### config.mk
export PLATFORM = sky130hd
export DESIGN_NAME = ctc_greedy_argmax_decoder_core
export DESIGN_NICKNAME = d
export VERILOG_FILES = /design/src/sv/cgad_pkg.sv /design/src/sv/cgad_result_fifo.sv /design/src/sv/ctc_greedy_argmax_decoder_core.sv
export SDC_FILE = /design/constraint.sdc
export NUM_CORES = 1
export LEC_CHECK = 0
export ABC_CLOCK_PERIOD_IN_PS = 9600
export BUFFER_PORTS_ARGS = -buffer_cell sky130_fd_sc_hd__buf_4
export CORE_UTILIZATION = 45
export CTS_CLUSTER_DIAMETER = 50
export DETAILED_ROUTE_END_ITERATION = 10
export PLACE_DENSITY_LB_ADDON = 0.25
export SKIP_CTS_REPAIR_TIMING = 1
export SYNTH_ARGS = -nofsm -noshare
export SYNTH_HDL_FRONTEND = slang
export SYNTH_SLANG_ARGS = --single-unit
### constraint.sdc
create_clock -name i_clk -period 9.6 [get_ports i_clk]
set_input_delay 0.48 -clock i_clk [delete_from_list [all_inputs] [get_ports i_clk]]
set_output_delay 0.48 -clock i_clk [all_outputs]
set_load 0.02 [all_outputs]
### src/sv/cgad_pkg.sv
// Shared types and constants for the CTC greedy argmax decoder.
// No dependencies; imported by the result queue and the top level.
package cgad_pkg;

    // configuration register indexes
    localparam logic [1:0] CFG_CLASS_COUNT     = 2'd0;
    localparam logic [1:0] CFG_DICTIONARY_SIZE = 2'd1;
    localparam logic [1:0] CFG_IGNORED_CLASSES = 2'd2;
    localparam logic [1:0] CFG_ZERO_POINT      = 2'd3;

    // register reset values
    localparam logic [15:0] RST_CLASS_COUNT     = 16'd18385;
    localparam logic [15:0] RST_DICTIONARY_SIZE = 16'd18382;
    localparam logic [7:0]  RST_IGNORED_CLASSES = 8'd2;
    localparam logic [7:0]  RST_ZERO_POINT      = 8'd0;

    // result kinds
    localparam logic RESULT_CHAR    = 1'b0;
    localparam logic RESULT_SUMMARY = 1'b1;

    // saturation bound of the running score sum
    localparam int SUM_LIMIT = 260865;

    typedef struct packed {
        logic               result_kind;
        logic [15:0]        char_index;
        logic [7:0]         char_score;
        logic [9:0]         char_count;
        logic signed [18:0] score_sum;
        logic               last_result;
    } t_result;

endpackage

### src/sv/cgad_result_fifo.sv
// Small result queue for the CTC greedy decoder: up to two pushes and one pop per cycle.
// Depends on cgad_pkg (t_result).
module cgad_result_fifo #(
    parameter int DEPTH = 4
) (
    input  logic             i_clk,
    input  logic             i_rst_n,
    input  logic             i_push0,
    input  logic             i_push1,
    input  cgad_pkg::t_result i_data0,
    input  cgad_pkg::t_result i_data1,
    output logic             o_room,
    output logic             o_valid,
    output cgad_pkg::t_result o_data,
    input  logic             i_ready
);
    import cgad_pkg::*;

    localparam int PTR_W = (DEPTH > 1) ? $clog2(DEPTH) : 1;
    localparam int CNT_W = $clog2(DEPTH + 1);

    function automatic logic [PTR_W-1:0] ptr_inc(input logic [PTR_W-1:0] p);
        return (p == PTR_W'(DEPTH - 1)) ? '0 : p + 1'b1;
    endfunction

    t_result          r_mem [DEPTH];
    logic [PTR_W-1:0] r_wr_ptr, n_wr_ptr;
    logic [PTR_W-1:0] r_rd_ptr, n_rd_ptr;
    logic [CNT_W-1:0] r_count, n_count;
    logic             pop;
    logic [PTR_W-1:0] wr_ptr1;

    assign o_valid = (r_count != '0);
    assign o_data  = r_mem[r_rd_ptr];
    assign o_room  = (r_count <= CNT_W'(DEPTH - 2));
    assign pop     = o_valid && i_ready;
    assign wr_ptr1 = ptr_inc(r_wr_ptr);

    always_comb begin
        n_wr_ptr = r_wr_ptr;
        if (i_push0 && i_push1) begin
            n_wr_ptr = ptr_inc(wr_ptr1);
        end else if (i_push0) begin
            n_wr_ptr = wr_ptr1;
        end
        n_rd_ptr = pop ? ptr_inc(r_rd_ptr) : r_rd_ptr;
        n_count  = r_count + CNT_W'(i_push0) + CNT_W'(i_push1) - CNT_W'(pop);
    end

    always_ff @(posedge i_clk) begin
        if (!i_rst_n) begin
            r_wr_ptr <= '0;
            r_rd_ptr <= '0;
            r_count  <= '0;
        end else begin
            r_wr_ptr <= n_wr_ptr;
            r_rd_ptr <= n_rd_ptr;
            r_count  <= n_count;
        end
    end

    always_ff @(posedge i_clk) begin
        if (i_push0) begin
            r_mem[r_wr_ptr] <= i_data0;
        end
        if (i_push1) begin
            r_mem[wr_ptr1] <= i_data1;
        end
    end

    // second slot is only used together with the first
    a_push_order: assert property (@(posedge i_clk) disable iff (!i_rst_n)
        i_push1 |-> i_push0)
        else $error("second push without first");

    // producer only pushes when two slots are free
    a_push_room: assert property (@(posedge i_clk) disable iff (!i_rst_n)
        i_push0 |-> o_room)
        else $error("push without room");

    a_no_overflow: assert property (@(posedge i_clk) disable iff (!i_rst_n)
        r_count <= CNT_W'(DEPTH))
        else $error("queue overflow");

endmodule

### src/sv/ctc_greedy_argmax_decoder_core.sv
// Top level of the CTC greedy argmax decoder: input register, decode logic, result queue.
// Depends on cgad_pkg and cgad_result_fifo.
//
// Scores stream in one byte per transaction, class by class, timestep by
// timestep. The block accepts one input transaction per clock cycle: a
// registered input stage feeds a single pass of compare/update logic that
// keeps the running argmax (lowest class wins a tie) and, at the end of a
// timestep, applies the CTC greedy rules (a blank becomes the repeat history,
// repeats are dropped, classes past the dictionary are skipped). Results go
// into a four-entry queue; a result passes through the input register and
// then the result queue on its way to the output. An input that both closes a
// character timestep and ends the sequence yields two results (character,
// then summary with last_result set), so the sustained rate is one input per
// cycle as long as the output side drains about one result per cycle; the
// queue absorbs the extra summary and the input stalls only when fewer than
// two queue slots are free. Configuration writes take effect immediately and
// are meant to be issued while the block is idle. char_count shows the low
// ten bits of a counter that saturates at 2^COUNT_WIDTH-1; score_sum
// saturates at +/-260865.
module ctc_greedy_argmax_decoder_core #(
    parameter int CLASS_INDEX_WIDTH = 16,
    parameter int COUNT_WIDTH       = 10
) (
    input  logic               i_clk,
    input  logic               i_rst_n,
    // configuration write port
    input  logic               i_cfg_we,
    input  logic [1:0]         i_cfg_index,
    input  logic [15:0]        i_cfg_data,
    // input channel
    input  logic               i_valid,
    output logic               o_ready,
    input  logic [7:0]         i_score,
    input  logic               i_end_of_sequence,
    // result channel
    output logic               o_valid,
    input  logic               i_ready,
    output logic               o_result_kind,
    output logic [15:0]        o_char_index,
    output logic [7:0]         o_char_score,
    output logic [9:0]         o_char_count,
    output logic signed [18:0] o_score_sum,
    output logic               o_last_result
);
    import cgad_pkg::*;

    localparam int CIW     = CLASS_INDEX_WIDTH;
    // width for class-vs-register compares and the dictionary index
    localparam int CMP_W   = ((CIW > 16) ? CIW : 16) + 1;
    localparam logic [COUNT_WIDTH-1:0] COUNT_MAX = '1;
    localparam logic signed [20:0] LIM_POS = 21'(SUM_LIMIT);
    localparam logic signed [20:0] LIM_NEG = -21'(SUM_LIMIT);
    localparam int QUEUE_DEPTH = 4;

    // configuration registers
    logic [15:0] r_class_count;
    logic [15:0] r_dictionary_size;
    logic [7:0]  r_ignored_classes;
    logic [7:0]  r_zero_point;

    // input register
    logic        r_in_valid;
    logic [7:0]  r_score;
    logic        r_eos;

    // decoder state
    logic [15:0]             r_class_position, n_class_position;
    logic [7:0]              r_best_score, n_best_score;
    logic [CIW-1:0]          r_best_class, n_best_class;
    logic [CIW-1:0]          r_prev_class, n_prev_class;
    logic                    r_prev_valid, n_prev_valid;
    logic [COUNT_WIDTH-1:0]  r_decoded_count, n_decoded_count;
    logic signed [19:0]      r_score_total, n_score_total;

    // decode logic
    logic                    fire;
    logic                    room;
    logic [15:0]             per_step;
    logic                    step_end;
    logic                    take;
    logic [7:0]              cur_score;
    logic [CIW-1:0]          cur_class;
    logic [CMP_W-1:0]        win_ext;
    logic [CMP_W-1:0]        ign_ext;
    logic [CMP_W-1:0]        dict_offset;
    logic                    is_blank;
    logic                    is_repeat;
    logic                    in_dict;
    logic                    have_char;
    logic signed [20:0]      sum_raw;
    logic signed [19:0]      sum_sat;
    t_result                 char_res;
    t_result                 summary_res;
    t_result                 push_data0;
    t_result                 push_data1;
    logic                    push0;
    logic                    push1;
    t_result                 out_res;

    // configuration writes
    always_ff @(posedge i_clk) begin
        if (!i_rst_n) begin
            r_class_count     <= RST_CLASS_COUNT;
            r_dictionary_size <= RST_DICTIONARY_SIZE;
            r_ignored_classes <= RST_IGNORED_CLASSES;
            r_zero_point      <= RST_ZERO_POINT;
        end else if (i_cfg_we) begin
            case (i_cfg_index)
                CFG_CLASS_COUNT:     r_class_count     <= i_cfg_data;
                CFG_DICTIONARY_SIZE: r_dictionary_size <= i_cfg_data;
                CFG_IGNORED_CLASSES: r_ignored_classes <= i_cfg_data[7:0];
                CFG_ZERO_POINT:      r_zero_point      <= i_cfg_data[7:0];
                default: ;
            endcase
        end
    end

    // input stage: refills in the same cycle the held transaction is consumed
    assign fire    = r_in_valid && room;
    assign o_ready = !r_in_valid || fire;

    always_ff @(posedge i_clk) begin
        if (!i_rst_n) begin
            r_in_valid <= 1'b0;
        end else if (o_ready) begin
            r_in_valid <= i_valid;
        end
    end

    always_ff @(posedge i_clk) begin
        if (o_ready && i_valid) begin
            r_score <= i_score;
            r_eos   <= i_end_of_sequence;
        end
    end

    // running argmax and end-of-timestep rules
    always_comb begin
        per_step = (r_class_count == '0) ? 16'd1 : r_class_count;
        step_end = r_eos || (({1'b0, r_class_position} + 17'd1) >= {1'b0, per_step});

        // first class of a timestep always takes; ties keep the lower class
        take      = (r_class_position == '0) || (r_score > r_best_score);
        cur_score = take ? r_score : r_best_score;
        cur_class = take ? CIW'(r_class_position) : r_best_class;

        win_ext     = CMP_W'(cur_class);
        ign_ext     = CMP_W'(r_ignored_classes);
        dict_offset = win_ext - ign_ext;
        is_blank    = win_ext < ign_ext;
        is_repeat   = r_prev_valid && (cur_class == r_prev_class);
        in_dict     = dict_offset < CMP_W'(r_dictionary_size);
        have_char   = step_end && !is_blank && !is_repeat && in_dict;

        // score sum, clamped after every character
        sum_raw = 21'(r_score_total) + 21'(signed'({2'b00, cur_score}))
                  - 21'(signed'({2'b00, r_zero_point}));
        if (sum_raw > LIM_POS) begin
            sum_sat = 20'(LIM_POS);
        end else if (sum_raw < LIM_NEG) begin
            sum_sat = 20'(LIM_NEG);
        end else begin
            sum_sat = sum_raw[19:0];
        end

        n_decoded_count = r_decoded_count;
        n_score_total   = r_score_total;
        if (have_char) begin
            if (r_decoded_count != COUNT_MAX) begin
                n_decoded_count = r_decoded_count + 1'b1;
            end
            n_score_total = sum_sat;
        end

        // result items
        char_res             = '0;
        char_res.result_kind = RESULT_CHAR;
        char_res.char_index  = dict_offset[15:0];
        char_res.char_score  = cur_score;
        char_res.last_result = !r_eos;

        summary_res             = '0;
        summary_res.result_kind = RESULT_SUMMARY;
        summary_res.char_count  = 10'(n_decoded_count);
        summary_res.score_sum   = n_score_total[18:0];
        summary_res.last_result = 1'b1;

        push0      = fire && (have_char || r_eos);
        push1      = fire && have_char && r_eos;
        push_data0 = have_char ? char_res : summary_res;
        push_data1 = summary_res;

        // next state
        n_class_position = r_class_position + 16'd1;
        n_best_score     = cur_score;
        n_best_class     = cur_class;
        n_prev_class     = r_prev_class;
        n_prev_valid     = r_prev_valid;
        if (step_end) begin
            // a repeat leaves previous_class unchanged, so always load the winner
            n_class_position = '0;
            n_best_score     = '0;
            n_best_class     = '0;
            n_prev_class     = cur_class;
            n_prev_valid     = 1'b1;
        end
        if (r_eos) begin
            n_prev_valid    = 1'b0;
            n_decoded_count = '0;
            n_score_total   = '0;
        end
    end

    always_ff @(posedge i_clk) begin
        if (!i_rst_n) begin
            r_class_position <= '0;
            r_best_score     <= '0;
            r_best_class     <= '0;
            r_prev_class     <= '0;
            r_prev_valid     <= 1'b0;
            r_decoded_count  <= '0;
            r_score_total    <= '0;
        end else if (fire) begin
            r_class_position <= n_class_position;
            r_best_score     <= n_best_score;
            r_best_class     <= n_best_class;
            r_prev_class     <= n_prev_class;
            r_prev_valid     <= n_prev_valid;
            r_decoded_count  <= n_decoded_count;
            r_score_total    <= n_score_total;
        end
    end

    // result queue
    cgad_result_fifo #(
        .DEPTH (QUEUE_DEPTH)
    ) u_result_fifo (
        .i_clk   (i_clk),
        .i_rst_n (i_rst_n),
        .i_push0 (push0),
        .i_push1 (push1),
        .i_data0 (push_data0),
        .i_data1 (push_data1),
        .o_room  (room),
        .o_valid (o_valid),
        .o_data  (out_res),
        .i_ready (i_ready)
    );

    assign o_result_kind = out_res.result_kind;
    assign o_char_index  = out_res.char_index;
    assign o_char_score  = out_res.char_score;
    assign o_char_count  = out_res.char_count;
    assign o_score_sum   = out_res.score_sum;
    assign o_last_result = out_res.last_result;

    // a summary always closes the results of its input transaction
    a_summary_last: assert property (@(posedge i_clk) disable iff (!i_rst_n)
        o_valid && (o_result_kind == RESULT_SUMMARY) |-> o_last_result)
        else $error("summary without last_result");

    // character results carry no count or sum
    a_char_fields: assert property (@(posedge i_clk) disable iff (!i_rst_n)
        o_valid && (o_result_kind == RESULT_CHAR) |->
            (o_char_count == '0) && (o_score_sum == '0))
        else $error("character result with summary fields");

    // end of sequence clears the sequence state
    a_eos_clear: assert property (@(posedge i_clk) disable iff (!i_rst_n)
        fire && r_eos |=> (r_decoded_count == '0) && (r_score_total == '0)
            && !r_prev_valid && (r_class_position == '0))
        else $error("sequence state not cleared");

    // a closed timestep restarts the class position
    a_step_restart: assert property (@(posedge i_clk) disable iff (!i_rst_n)
        fire && step_end |=> (r_class_position == '0) && (r_best_score == '0))
        else $error("timestep not restarted");

    a_sum_bound: assert property (@(posedge i_clk) disable iff (!i_rst_n)
        (r_score_total <= 20'(LIM_POS)) && (r_score_total >= 20'(LIM_NEG)))
        else $error("score total out of range");

endmodule

# [Word level (Yosys, flattened, before mapping)]
# Memories as Yosys holds them, arrays and structs flattened. A register that Yosys moved wholly into a read port is not among the register bits.
# Cells that the tools add are included.
[word_totals] input_bits=32 memories=1 mem_bits_rw=220 output_inout_bits=57 regBits=152 word_cells=106
[memory_table] name="u_result_fifo.r_mem" words=4 width=55 read_ports=1 rd_ports_with_merged_regs=1 write_ports=2 line="cgad_result_fifo.sv:26" source="t_result r_mem [DEPTH];"
[classes] magnitude_cmp=7 mux=27 addsub=12 n_eq_ne=8 reduce_logical=33
[ops] operator="20-bit 2-to-1 mux" count=4
[ops] operator="16-bit 2-to-1 mux" count=4
[ops] operator="55-bit 2-to-1 mux" count=1
[ops] operator="16-bit zero test" count=2
[ops] operator="10-bit 2-to-1 mux" count=3
[ops] operator="20-bit by 9-bit adder with 21-bit output" count=1
[ops] operator="21-bit by 19-bit > comparator with 1-bit output (second input constant)" count=1
[ops] operator="21-bit by 19-bit less-than comparator with 1-bit output (second input constant)" count=1
[ops] operator="21-bit by 9-bit subtractor with 21-bit output" count=1
[ops] operator="16-bit by 1-bit adder with 17-bit output (second input constant)" count=1
[ops] operator="17-bit by 16-bit >= comparator with 1-bit output" count=1
[ops] operator="17-bit by 16-bit less-than comparator with 1-bit output" count=1
[ops] operator="16-bit by 8-bit subtractor with 17-bit output" count=1
[ops] operator="16-bit by 1-bit adder with 16-bit output (second input constant)" count=1
[ops] operator="16-bit == test" count=1
[ops] operator="16-bit by 8-bit less-than comparator with 1-bit output" count=1
[ops] operator="8-bit 2-to-1 mux" count=2
[ops] operator="2-bit 2-to-1 mux" count=7
[ops] operator="2-bit AND reduction" count=7
[ops] operator="1-bit logical AND" count=11
[ops] operator="10-bit by 1-bit adder with 10-bit output (second input constant)" count=1
[ops] operator="2-bit == test (second input constant)" count=5
[ops] operator="10-bit != test (second input constant)" count=1
[ops] operator="8-bit > comparator" count=1
[ops] operator="other kinds (11)" count=27

# [Depth between registers and ports, before layout]
[logic_depth] depth_word=13 mapped_depth=36 mapped_depth_nobuf=33

# [Modules after synthesis]
# From an unflattened synthesis, not the netlist that was laid out.
[unflattened] cells_unflattened=1939 hier_area_um2=22271.4
[by_module_without_submodules] module="cgad_result_fifo" area_each_um2=11969.0 n_inst=1 seq_area_each_um2=6786.5 cells_each=597
[by_module_without_submodules] module="ctc_greedy_argmax_decoder_core" area_each_um2=10302.4 n_inst=1 seq_area_each_um2=2992.9 cells_each=1342

# [Worst setup path after synthesis]
# OpenSTA, ideal clock, no wires.
[synth_timing] path_type="register to register" start="register r_score[1]" end="register u_result_fifo.r_count[2]" path_buffers=3 path_slack_ps=2108 setup_ps=128 synth_period_minus_slack_ps=7492 stages_incl_launch_ff=36 t_required_ps=9472 arrival_time_ps=7364 path_cell_list="edfxtp_1 -> ha_1 -> nor2b_1 -> o211ai_1 -> a21o_1 -> o211a_2 -> buf_1 -> nor2_1 -> a21oi_1 -> ha_1 -> inv_1 -> fa_1 -> a211oi_1 -> o21ai_0 -> a31oi_1 -> nand3_1 -> mux2i_1 -> nand3_1 -> xor2_1 -> mux2i_1 -> ha_1 -> nand2_1 -> nor4_1 -> a211oi_1 -> o22ai_1 -> a311o_1 -> buf_2 -> nor2_1 -> clkbuf_1 -> nand2_1 -> ha_1 -> inv_1 -> fa_1 -> fa_1 -> xor2_1 -> nor2_1"
[synth_via] elab_chain_len=13 word_cells_on_any_way=20 cone_classes="add/sub: 4; order compare: 3; eq/ne: 1; mux: 1; reduce/logical: 11"
[synth_rtl] item="from (decl)" line="ctc_greedy_argmax_decoder_core.sv:63" source="logic [7:0] r_score;"
[synth_rtl] item="from (signal assigned)" line="ctc_greedy_argmax_decoder_core.sv:132" source="r_score <= i_score;"
[synth_rtl] item="8-bit > comparator *" line="ctc_greedy_argmax_decoder_core.sv:143" source="take = (r_class_position == '0) || (r_score > r_best_score);"
[synth_rtl] item="1-bit logical OR *" line="ctc_greedy_argmax_decoder_core.sv:143"
[synth_rtl] item="16-bit 2-to-1 mux *" line="ctc_greedy_argmax_decoder_core.sv:145" source="cur_class = take ? CIW'(r_class_position) : r_best_class;"
[synth_rtl] item="branches (longest 4 deep; another with 16-bit by 8-bit subtractor with 17-bit output)"
[synth_rtl] item="1-bit logical AND *" line="ctc_greedy_argmax_decoder_core.sv:153" source="have_char = step_end && !is_blank && !is_repeat && in_dict;"
[synth_rtl] item="1-bit logical OR" line="ctc_greedy_argmax_decoder_core.sv:188" source="push0 = fire && (have_char || r_eos);"
[synth_rtl] item="1-bit logical AND" line="ctc_greedy_argmax_decoder_core.sv:188"
[synth_rtl] item="3-bit by 1-bit adder with 3-bit output" line="cgad_result_fifo.sv:47" source="n_count = r_count + CNT_W'(i_push0) + CNT_W'(i_push1) - CNT_W'(pop);"
[synth_rtl] item="3-bit by 1-bit adder with 3-bit output *" line="cgad_result_fifo.sv:47"
[synth_rtl] item="3-bit by 1-bit subtractor with 3-bit output *" line="cgad_result_fifo.sv:47"
[synth_rtl] item="to (signal assigned)" line="cgad_result_fifo.sv:58" source="r_count <= n_count;"
[synth_rtl] item="to (decl)" line="cgad_result_fifo.sv:29" source="logic [CNT_W-1:0] r_count, n_count;"
# Every way passes the cells marked *.
# A chain may end at the register's enable or synchronous reset.

# [Final worst setup path]
[layout_timing] start="register r_score[1]" end="register u_result_fifo.r_count[2]"
[layout_via] elab_chain_len=13 word_cells_on_any_way=20 cone_classes="add/sub: 4; order compare: 3; eq/ne: 1; mux: 1; reduce/logical: 11"
[layout_rtl] item="8-bit > comparator *" line="ctc_greedy_argmax_decoder_core.sv:143"
[layout_rtl] item="1-bit logical OR *" line="ctc_greedy_argmax_decoder_core.sv:143"
[layout_rtl] item="16-bit 2-to-1 mux *" line="ctc_greedy_argmax_decoder_core.sv:145"
[layout_rtl] item="named net cur_class[5]" line="ctc_greedy_argmax_decoder_core.sv:82" source="logic [CIW-1:0] cur_class;"
[layout_rtl] item="branches (longest 4 deep; another with 16-bit by 8-bit subtractor with 17-bit output)"
[layout_rtl] item="1-bit logical AND *" line="ctc_greedy_argmax_decoder_core.sv:153"
[layout_rtl] item="1-bit logical OR" line="ctc_greedy_argmax_decoder_core.sv:188"
[layout_rtl] item="1-bit logical AND" line="ctc_greedy_argmax_decoder_core.sv:188"
[layout_rtl] item="3-bit by 1-bit adder with 3-bit output" line="cgad_result_fifo.sv:47"
[layout_rtl] item="3-bit by 1-bit adder with 3-bit output *" line="cgad_result_fifo.sv:47"
[layout_rtl] item="3-bit by 1-bit subtractor with 3-bit output *" line="cgad_result_fifo.sv:47"
# Mark *: on every way through the listed nets, which the timed path passes.

==> results.tsv <==
stage	metric	value	unit
critical_path	critPathRequiredTime	10.04	ns
layout	areaGrowthSynthToFinish	12.77	%
critical_path	r2r_slack	1.20	ns
clock_tree	cts_max_path_buffers	3	
global_route	grt_use_total	25.54	%
floorplanning	start_util	45.76	%
job	max_cap_viol_count	0	
synth	synthTopCellsByArea	dfxtp_1, edfxtp_1, mux4_2, nand2_1, ha_1	
route	drc	0	
route	route.met3.wl	3948	um
global_route	grt_pass1_vias	16521	
layout	nFillCells	3965	
synth	ys_warn_count	0	
route	drtIter0Drc	1542	
global_route	grt_max_degree	82	
sta	hold_violations	0	
placed_design	io_buffers	88	
synth	synth.net_count	2289	
pwr	finalPower	4.474	mW
synth	async_reset_ff_share	0	%
clock_tree	clk_latency	0.59	ns
layout	drive_gt1_share	14.77	%
route	ant_nets	0	
critical_path	cpLargestDelayFamily	compound AO/OA/AOI/OAI gates	
critical_path	worst_setup_path_end_kind	flop	
sta	worst_slew_pin_slew	1.250	ns
global_route	grt_overflow	0	
route	wl_met1	25470	um
sta	slew_headroom	15.81	%
synth	synth_top_area_share	24.52	%
hold_path	holdPathStages	1	
run_status	status	finished clean	
hold_path	hold_path.class	in2reg	
sta	rsz0062_at_grt	no	
sta	fin_setup_tns	0	ns
layout	stdcell_area	0.02292	mm^2
synth	syn_area_per_cell	9.380	um^2
floorplanning	die_w	214.5	um
pwr	p_leak	8.544	nW
hold_path	hp-start	i_score[7]	
placed_design	dpl-instance-area	0.02143	mm^2
synth	syn_area	0.02033	mm^2
route	vias	17056	
layout	fin_nets	2319	
critical_path	r2r-end	u_result_fifo.r_count[2]$_SDFF_PN0_	
sta	whs	0.07535	ns
route	dr.pass1.iters	6	
synth	synth-seq-cells	374	
pwr	ir_drop	132.1	uV
layout	final_util	51.61	%
sta	clock.fmax	119.1	MHz
clock_tree	cts.clk_slew.worst_paths	0.06	ns
clock_tree	cts_made_buffers	45	
critical_path	critPathLaunchType	flop	
clock_tree	cts_tree	yes	
synth	ys_seq_area_share	42.99	%
critical_path	rr_startpoint	r_score[1]$_DFFE_PP_	
critical_path	r2r_cells	33	
critical_path	crit_type	reg2reg	
placed_design	routabilityCongestion	0.9338	
sta	min_period	8.396	ns
clock_tree	h-tree-depth	2	
floorplanning	ios	89	
global_route	grt_pass1_wl	93380	um
global_route	antenna_found_initial	0	
synth	yosys.area.top_type	dfxtp_1	
clock_tree	cts_root_buf	clkbuf_16	
floorplanning	core	0.04441	mm^2
layout	insertedDiodeCount	0	
route	routed_wl	59380	um
synth	syn_inst	2167	
synth	synth_edf_count	125	
sta	slew_viol_final	0	
critical_path	critPathBufInv	3	
route	wl_per_cell	21.01	um
critical_path	cpPeakStageDelay	0.72	ns
route	avgViaCountPerCell	6.035	
synth	synth_ff_type	dfxtp_1	
pwr	power.density	195.2	mW/mm^2
route	wl_met2	28110	um
clock_tree	cts.sinks	374	
floorplanning	fp.dieH	214.5	um
floorplanning	rows	77	
critical_path	cp_max_fo	24	
critical_path	arrival	8.83	ns
sta	setup_viol	0	
hold_path	holdPathEnd	r_score[7]$_DFFE_PP_	
floorplanning	dieArea	0.04602	mm^2
placed_design	dp_hpwl	41090	um
critical_path	critPathSlowestCell	nand2b_1	
sta	period_share	87.46	%
route	top_layer_used	met4	
sta	skew	0.02283	ns
synth	synth_cell_type_count	97	
-- area by class of cell --
cell class                      instances  area (um^2)  share of cell area, %
Clock buffer                           53         1206                  5.262
Inverter                              124        466.7                  2.036
Sequential cell                       374         8746                  38.16
Multi-Input combinational cell       1526        10530                  45.95
Clock inverter                         31        282.8                  1.234
Timing Repair Buffer                  126        945.9                  4.127
Tap cell                              592        740.7                  3.232
-- state kept, by name, indices dropped and copies added, names as in the netlist, 10 cells and up, named ones only --
signal	count
r_best_class	16
r_class_count	16
r_class_position	16
r_decoded_count	10
r_dictionary_size	16
r_prev_class	16
r_score_total	20
u_result_fifo.r_mem	220
-- power breakdown --
group / leakage (nW) / total [mW] / switching (mW) / internal (mW)
clock network: 0.710 / 1.69 / 0.723 / 0.971
logic: 4.77 / 1.00 / 0.621 / 0.383
registers: 3.06 / 1.78 / 0.0694 / 1.71
total: 8.54 / 4.47 / 1.41 / 3.06
-- worst reg2reg max path: cells and delay by family (launching register included) --
| family | cells | cell delay [ns] |
|---|---|---|
| simple gates | 12 | 1.97 |
| flops | 1 | 0.39 |
| fa+ha+maj | 6 | 2.01 |
| xor+xnor | 2 | 0.34 |
| mux | 2 | 0.71 |
| compound gates | 8 | 2.34 |
| buf+inv | 3 | 0.50 |
-- cell families after synthesis --
logic type | synth area share [%]
adders and majority gates | 5.946
DFF | 42.99
AOI/OAI and AO/OA | 19.35
and+or+nand+nor | 16.76
muxes | 7.054
buffers and inverters | 5.522
xor gates and xnor gates | 2.370
-- synth_stat cells, types with 8 or more instances --
library cell,number
a211oi_1,24
mux2i_1,15
xnor2_1,29
buf_1,13
o21ai_0,125
mux4_2,55
nand3b_1,8
ha_1,79
fa_1,11
a31oi_1,10
or3_1,9
inv_1,123
nand4_1,23
edfxtp_1,125
buf_2,36
o211ai_1,28
xor2_1,26
and3_1,18
nor4_1,13
nor2_1,222
nand2b_1,13
nor2b_1,11
buf_6,8
o2bb2ai_1,10
dfxtp_1,249
and2_1,11
o31ai_1,12
a21o_1,17
o21ai_1,8
a22o_1,45
o22ai_1,18
nand3_1,35
nor3_1,39
a22oi_1,97
a21oi_1,128
or2_2,12
clkbuf_1,84
nand2_1,266
o21a_1,8
-- layout by cell type, fill, tap and decap left out, drive strengths merged, types with 11 or more instances in the layout --
cell type,count
or2,12
ha,79
xnor2,29
clkinv,15
and2,11
nor2,225
clkbuf,53
edfxtp,125
nor2b,11
a22oi,97
dfxtp,249
nor4,19
nand4,24
nand3,37
and3,18
a22o,45
o211ai,28
nand2,268
mux2i,15
a211oi,25
a21oi,133
a21o,17
o31ai,12
inv,130
nor3,42
mux4,55
o21ai,135
xor2,26
buf,126
nand2b,14
fa,11
o22ai,18
-- how the worst max path moves through the flow --
stage	start	to	slack [ns]	cells past startpoint
floorplan	r_score[1]$_DFFE_PP_	u_result_fifo.r_count[2]$_SDFF_PN0_	2.11	35
global placement	r_score[1]$_DFFE_PP_	u_result_fifo.r_count[2]$_SDFF_PN0_	1.58	33
detailed placement	r_score[1]$_DFFE_PP_	u_result_fifo.r_count[2]$_SDFF_PN0_	1.27	33
CTS	r_score[1]$_DFFE_PP_	u_result_fifo.r_count[2]$_SDFF_PN0_	1.23	33
global route	r_score[1]$_DFFE_PP_	u_result_fifo.r_count[2]$_SDFF_PN0_	0.50	33
finish	r_score[1]$_DFFE_PP_	u_result_fifo.r_count[2]$_SDFF_PN0_	1.20	33
-- layer usage --
metal	vias up	GRT usage (%)
met5	-	0
met1	8285	33.84
met2	678	42.07
li1	7961	-
met3	132	4.284
met4	0	9.048
-- metrics by stage --
step / cells / setup WS, ns
2_1_floorplan: 2167 / 2.108
3_3_place_gp: 2742 / 1.583
3_5_place_dp: 2742 / 1.272
4_1_cts: 2826 / 1.234
5_1_grt: 2826 / 0.5006
6_report: 2826 / 1.204
(Power assumes the default switching activity.)
